--- config.mk ---
export PLATFORM = sky130hd
export DESIGN_NAME = bcsa_xnor_pop
export DESIGN_NICKNAME = d
export VERILOG_FILES = /design/src/rtl/core/bcsa_pkg.sv /design/src/rtl/core/bcsa_xnor_pop.sv
export SDC_FILE = /design/constraint.sdc
export NUM_CORES = 1
export LEC_CHECK = 0
export BUFFER_PORTS_ARGS = -buffer_cell sky130_fd_sc_hd__buf_2
export CAP_MARGIN = 20
export CORE_AREA = 2 2 211 213
export CTS_BUF_LIST = sky130_fd_sc_hd__clkbuf_8
export DETAILED_ROUTE_END_ITERATION = 8
export DIE_AREA = 0 0 213 215
export HOLD_SLACK_MARGIN = 0.05
export PLACE_DENSITY = 0.49
export SETUP_SLACK_MARGIN = 0.3
export SLEW_MARGIN = 10
export SYNTH_ARGS = -nofsm -noshare
export SYNTH_HDL_FRONTEND = slang
export SYNTH_SLANG_ARGS = --single-unit
--- constraint.sdc ---
create_clock -name clk -period 6 [get_ports clk]
set_input_delay 0.6 -clock clk [delete_from_list [all_inputs] [get_ports clk]]
set_output_delay 0.6 -clock clk [all_outputs]
set_load 0.005 [all_outputs]
--- src/rtl/core/bcsa_pkg.sv ---
// Shared constants, types and address helpers for the binarized 3x3 scatter-accumulate unit.
package bcsa_pkg;

  // Sizes of the frame and the filter bank.
  localparam int MAX_HEIGHT  = 64;
  localparam int MAX_WIDTH   = 64;
  localparam int MAX_FILTERS = 8;

  // Kernel geometry and vector width.
  localparam int KSIZE    = 3;
  localparam int PAD      = 2;
  localparam int TAPS     = KSIZE * KSIZE;
  localparam int VEC_BITS = 256;
  localparam int WORD_W   = 64;
  localparam int WORDS    = VEC_BITS / WORD_W;

  // Output plane produced by padding on both sides.
  localparam int OUT_H = MAX_HEIGHT + 2 * PAD - KSIZE + 1;
  localparam int OUT_W = MAX_WIDTH + 2 * PAD - KSIZE + 1;

  // Accumulator memory: one entry per output position and filter.
  localparam int ACC_DEPTH = OUT_H * OUT_W * MAX_FILTERS;
  localparam int ACC_AW    = $clog2(ACC_DEPTH);
  localparam int ACC_W     = 13;

  // Filter memory: one full-width tap per entry.
  localparam int FILT_DEPTH = MAX_FILTERS * TAPS;
  localparam int FADDR_W    = $clog2(FILT_DEPTH);

  // Field widths fixed by the interface.
  localparam int DIM_W  = 7;
  localparam int FSEL_W = 3;
  localparam int TAP_W  = 4;
  localparam int NF_W   = 4;
  localparam int KIDX_W = 2;
  localparam int CFG_W  = 7;
  localparam int CIDX_W = 2;

  // Popcount widths.
  localparam int CNT_W = $clog2(WORD_W + 1);
  localparam int PC_W  = $clog2(VEC_BITS + 1);

  // Register reset values.
  localparam logic [DIM_W-1:0] RST_FRAME_HEIGHT   = 7'd64;
  localparam logic [DIM_W-1:0] RST_FRAME_WIDTH    = 7'd64;
  localparam logic [NF_W-1:0]  RST_FILTERS_IN_USE = 4'd8;

  // Request type codes.
  typedef logic [1:0] req_t;
  localparam req_t REQ_LOAD  = 2'd0;
  localparam req_t REQ_PIXEL = 2'd1;
  localparam req_t REQ_READ  = 2'd2;

  // Configuration register indexes.
  localparam logic [CIDX_W-1:0] REG_FRAME_HEIGHT   = 2'd0;
  localparam logic [CIDX_W-1:0] REG_FRAME_WIDTH    = 2'd1;
  localparam logic [CIDX_W-1:0] REG_FILTERS_IN_USE = 2'd2;

  typedef logic [VEC_BITS-1:0] vec_t;
  typedef logic [CNT_W-1:0]    word_cnt_t;
  typedef word_cnt_t [WORDS-1:0] cnt_vec_t;

  // Linear accumulator address of (output row, output column, filter).
  function automatic logic [ACC_AW-1:0] acc_addr(input logic [DIM_W-1:0]  orow,
                                                 input logic [DIM_W-1:0]  ocol,
                                                 input logic [FSEL_W-1:0] fsel);
    logic [ACC_AW-1:0] pos;
    pos = ACC_AW'(orow) * ACC_AW'(OUT_W) + ACC_AW'(ocol);
    return ACC_AW'(pos * ACC_AW'(MAX_FILTERS) + ACC_AW'(fsel));
  endfunction

  // Filter memory address of (filter, tap).
  function automatic logic [FADDR_W-1:0] filt_addr(input logic [FSEL_W-1:0] fsel,
                                                   input logic [TAP_W-1:0]  tap);
    return FADDR_W'(FADDR_W'(fsel) * FADDR_W'(TAPS) + FADDR_W'(tap));
  endfunction

endpackage

--- src/rtl/core/bcsa_xnor_pop.sv ---
// Registered per-word popcount of the XOR between a pixel vector and a filter tap.
module bcsa_xnor_pop
  import bcsa_pkg::*;
(
  input  logic     clk,
  input  vec_t     pix,
  input  vec_t     tap,
  output cnt_vec_t cnt
);

  // Adder tree over one word; each level adds independent pairs.
  function automatic word_cnt_t pop_word(input logic [WORD_W-1:0] v);
    logic [1:0] l1 [WORD_W/2];
    logic [2:0] l2 [WORD_W/4];
    logic [3:0] l3 [WORD_W/8];
    logic [4:0] l4 [WORD_W/16];
    logic [5:0] l5 [WORD_W/32];
    for (int k = 0; k < WORD_W/2; k++) begin
      l1[k] = 2'(v[2*k]) + 2'(v[2*k+1]);
    end
    for (int k = 0; k < WORD_W/4; k++) begin
      l2[k] = 3'(l1[2*k]) + 3'(l1[2*k+1]);
    end
    for (int k = 0; k < WORD_W/8; k++) begin
      l3[k] = 4'(l2[2*k]) + 4'(l2[2*k+1]);
    end
    for (int k = 0; k < WORD_W/16; k++) begin
      l4[k] = 5'(l3[2*k]) + 5'(l3[2*k+1]);
    end
    for (int k = 0; k < WORD_W/32; k++) begin
      l5[k] = 6'(l4[2*k]) + 6'(l4[2*k+1]);
    end
    return CNT_W'(l5[0]) + CNT_W'(l5[1]);
  endfunction

  vec_t diff;

  assign diff = pix ^ tap;

  always_ff @(posedge clk) begin
    for (int w = 0; w < WORDS; w++) begin
      cnt[w] <= pop_word(diff[w*WORD_W +: WORD_W]);
    end
  end

endmodule

[Word-level counts from Yosys, hierarchy flattened]
Cells that the tools add are included.
Storage, ports and cells
  register bits: 28
  input port bits: 513
  output and inout port bits: 28
  word-level logic and storage cells: 257
Cells by class
  $add $sub $neg: 252
  bitwise gates (word level): 1
Operator list (number)
  adder 1 x 1 -> 2 bit: 128
  XOR 256 bit: 1
  adder 2 x 2 -> 3 bit: 64
  adder 3 x 3 -> 4 bit: 32
  adder 4 x 4 -> 5 bit: 16
  adder 5 x 5 -> 6 bit: 8
  adder 6 x 6 -> 7 bit: 4

[Depth between registers and ports, before layout]
  depth after elaboration: 7
  gate-level depth with buffers: 22

[Worst setup path before layout]
OpenSTA, ideal clock, no wires.
  path type: input port to flip-flop
  start: input pix[239]
  end: register cnt[27] (netlist bit)
  data arrival time: 6.120 ns
  path slack: -0.238 ns
  stages: 20
  path buffers: 0
  path through: xnor2_1 > fa_1 > inv_1 > fa_1 > inv_1 > fa_1 > fa_1 > inv_1 > fa_1 > inv_1 > fa_1 > fa_1 > fa_1 > inv_1 > ha_1 > fa_1 > a211oi_1 > nor2_1 > o21ai_0 > nand2b_1
On the way
  longest elaborated chain between the ends: 7
Ends and longest elaborated chain
  start, declared: line bcsa_xnor_pop.sv:6  | input vec_t pix,
  XOR 256 bit: line bcsa_xnor_pop.sv:38  | assign diff = pix ^ tap;
  adder 1 x 1 -> 2 bit: line bcsa_xnor_pop.sv:19  | l1[k] = 2'(v[2*k]) + 2'(v[2*k+1]);
  adder 2 x 2 -> 3 bit: line bcsa_xnor_pop.sv:22  | l2[k] = 3'(l1[2*k]) + 3'(l1[2*k+1]);
  adder 3 x 3 -> 4 bit: line bcsa_xnor_pop.sv:25  | l3[k] = 4'(l2[2*k]) + 4'(l2[2*k+1]);
  adder 4 x 4 -> 5 bit: line bcsa_xnor_pop.sv:28  | l4[k] = 5'(l3[2*k]) + 5'(l3[2*k+1]);
  adder 5 x 5 -> 6 bit: line bcsa_xnor_pop.sv:31  | l5[k] = 6'(l4[2*k]) + 6'(l4[2*k+1]);
  adder 6 x 6 -> 7 bit: line bcsa_xnor_pop.sv:33  | return CNT_W'(l5[0]) + CNT_W'(l5[1]);
  end signal, assigned by index: line bcsa_xnor_pop.sv:42  | cnt[w] <= pop_word(diff[w*WORD_W +: WORD_W]);
  end, declared: line bcsa_xnor_pop.sv:8  | output cnt_vec_t cnt
No other way between the ends.

[Worst setup path in the final report]
  start: input pix[231]
  end: register cnt[27] (netlist bit)
Same word-level chain as after synthesis.

==> flow_summary_export.csv <==
group,metric,value,unit
floorplan,die_area,45800,um^2
finish,largest_reg_flops,28,
yosys,yosysMostFrequentCell,"fa_1",
yosys,ys_async_sr_fraction,0,%
floorplan,core-area,43600,um^2
timing,rsz0062_at_grt,"true",
cts,cts_tree,"yes",
global_route,top_usage_layer,"met2",
critical_path,cp-end-kind,"flip-flop",
min_path,worstHoldPathCells,3,
global_route,met1_usage,12.3,%
placement,numPortBuffers,540,
route,vias,7183,
critical_path,crit_required,6.19,ns
global_route,use_met3,2.40,%
finish,syn_to_final_growth,46.4,%
route,drtIter0Drc,65,
timing,setup_viol,0,
global_route,grt-ovfl-total,0,
yosys,yosys-top-cells-area,"fa_1, xor2_1, xnor2_1, ha_1, inv_1",
yosys,synth_common_cells,"fa_1, inv_1, xor2_1, xnor2_1, ha_1",
finish,reg_top3,"cnt x28",
finish,n_antenna_cell,0,
yosys,synth_warnings,0,
yosys,synth_edf_count,0,
critical_path,crit_type,"in2reg",
placement,dp_cells,1953,
yosys,yosysTopAreaCellShare,47.9,%
timing,tightest_slew,0.361,ns
finish,regArea,561,um^2
min_path,min_path_type,"in2reg",
timing,finalMaxSlewViolations,0,
yosys,ys_ff_latch,28,
yosys,netlist.top_cell.by_area,"fa_1",
cts,cts_sinks,28,
yosys,syn_area,9020,um^2
finish,layout-drive-gt1-share,47.5,%
timing,fmax,168,MHz
yosys,syn-num-nets,1598,
yosys,synth-seq-area-share,6.21,%
global_route,antenna_found_initial,0,
critical_path,worst_setup_path_start_kind,"input port",
timing,post-route-min-period,5.95,ns
floorplan,die_h,215,um
global_route,grt_pass1_vias,8377,
route,wl_per_cell,12.8,um
floorplan,die_x,213,um
timing,hold_viol,0,
finish,final_cell_count_no_fill,1960,
cts,cts.htree.levels,1,
floorplan,start_util,20.7,%
finish,multi_input_area,8190,um^2
finish,largest-register,"cnt",
route,routed_wl,25.2,mm
cts,clockBufferDepth,2,
cts,clk_pin_slew,0.11,ns
finish,final_core_util,30.3,%
route,viasPerCell,3.66,
route,first_pass_iters,4,
placement,place_ws,-0.314,ns
yosys,syn_area_per_cell,11.2,um^2
global_route,gr-usage-all-layers,10.9,%
route,drc_errors,0,
critical_path,worst-path-max-fanout,3,
placement,hpwl,24.2,mm
global_route,grt_pass1_wl,39.6,mm
timing,slew_headroom,75.8,%
timing,finalCritPeriodShare,99.2,%
global_route,grt_max_degree,15,
placement,gp_congestion,0.826,
global_route,met2_usage,21.3,%
timing,worst_slack,0.0474,ns
floorplan,row_count,77,
cts,cts-root-buf,"clkbuf_8",
run_status,status,"complete, no violations",
yosys,synth_cell_types,19,
yosys,synth_ff_type,"dfxtp_1",
cts,cts_buffers,3,
finish,n_fill_cell,4596,
yosys,syn_inst,809,
finish,layout.nets,2159,
critical_path,worstPathArrival,6.15,ns
flow_run,drv_cap,0,
route,detail-route-antenna-nets,0,
floorplan,ioPinCount,541,
[through the flow]
stage          TNS [ns]  area [um^2]  hold slack [ns]
3_3_place_gp      -2.15        12700            0.982
6_report              0        13200            0.742
2_1_floorplan         0         9140            0.884
4_1_cts               0        12900            0.718
3_5_place_dp      -2.80        12700            0.979
5_1_grt          -0.427        13200            0.709
[final timing paths]
check                     from  endpoint  slack (ns)
worst max-delay path  pix[231]   cnt[27]        0.05
worst min-delay path  pix[194]   cnt[21]        0.74
[cells in the final DEF, fill, tap and decap left out, types with 5 or more instances in the layout]
master and instances:
fa_1 204, xor2_1 129, o21ai_0 8, xnor2_1 113, a211oi_2 10, buf_4 7, buf_2 518, xnor2_2 10
o21bai_1 5, a21oi_2 5, fa_2 12, ha_1 51, inv_1 155, inv_2 26, a21o_1 6, xor2_2 14
nor2_1 7, buf_6 29, ha_4 8, dfxtp_1 28
[layer usage]
layer | up-vias | wire, um
met5 | - | 0
met4 | 0 | 174
met3 | 10 | 1800
met2 | 238 | 13600
met1 | 3476 | 9540
li1 | 3459 | -
[kinds of logic after synthesis]
logic type	after synthesis	synth area share, %
adder cells (fa/ha/maj)	276	56.2
XOR/XNOR	268	26.0
buffers and inverters	181	7.53
AO/OA/AOI/OAI	44	3.40
flip-flops	28	6.21
AND/OR/NAND/NOR	12	0.610
[area by class of cell]
type,count,area share [%]
clock buffer,3,0.312
inverter,181,5.14
sequential,28,4.24
multi-input combinational,600,62.0
timing repair buffer,556,22.7
tap,592,5.61
[critical path, stage by stage]
cell and delay, ns:
buf_6 0.10, xnor2_2 0.13, fa_1 0.56, inv_2 0.05, fa_2 0.56, inv_2 0.04
fa_1 0.50, inv_2 0.05, fa_1 0.49, inv_2 0.04, fa_1 0.55, fa_1 0.44
fa_1 0.46, fa_1 0.51, inv_2 0.05, ha_4 0.16, fa_2 0.39, a211oi_2 0.18
nor2_1 0.08, o21ai_1 0.13, nand2b_1 0.06
[what timing repair did]
action,4_1_cts,5_1_grt
cloned,0,0
resized for setup,23,78
buffers inserted,3,1
pin swaps,22,34
endpoints found under the setup margin,14,23
hold buffers,0,0
Power is not shown: default switching activity piles up to over one toggle a cycle in this logic, so the estimate is an artifact.
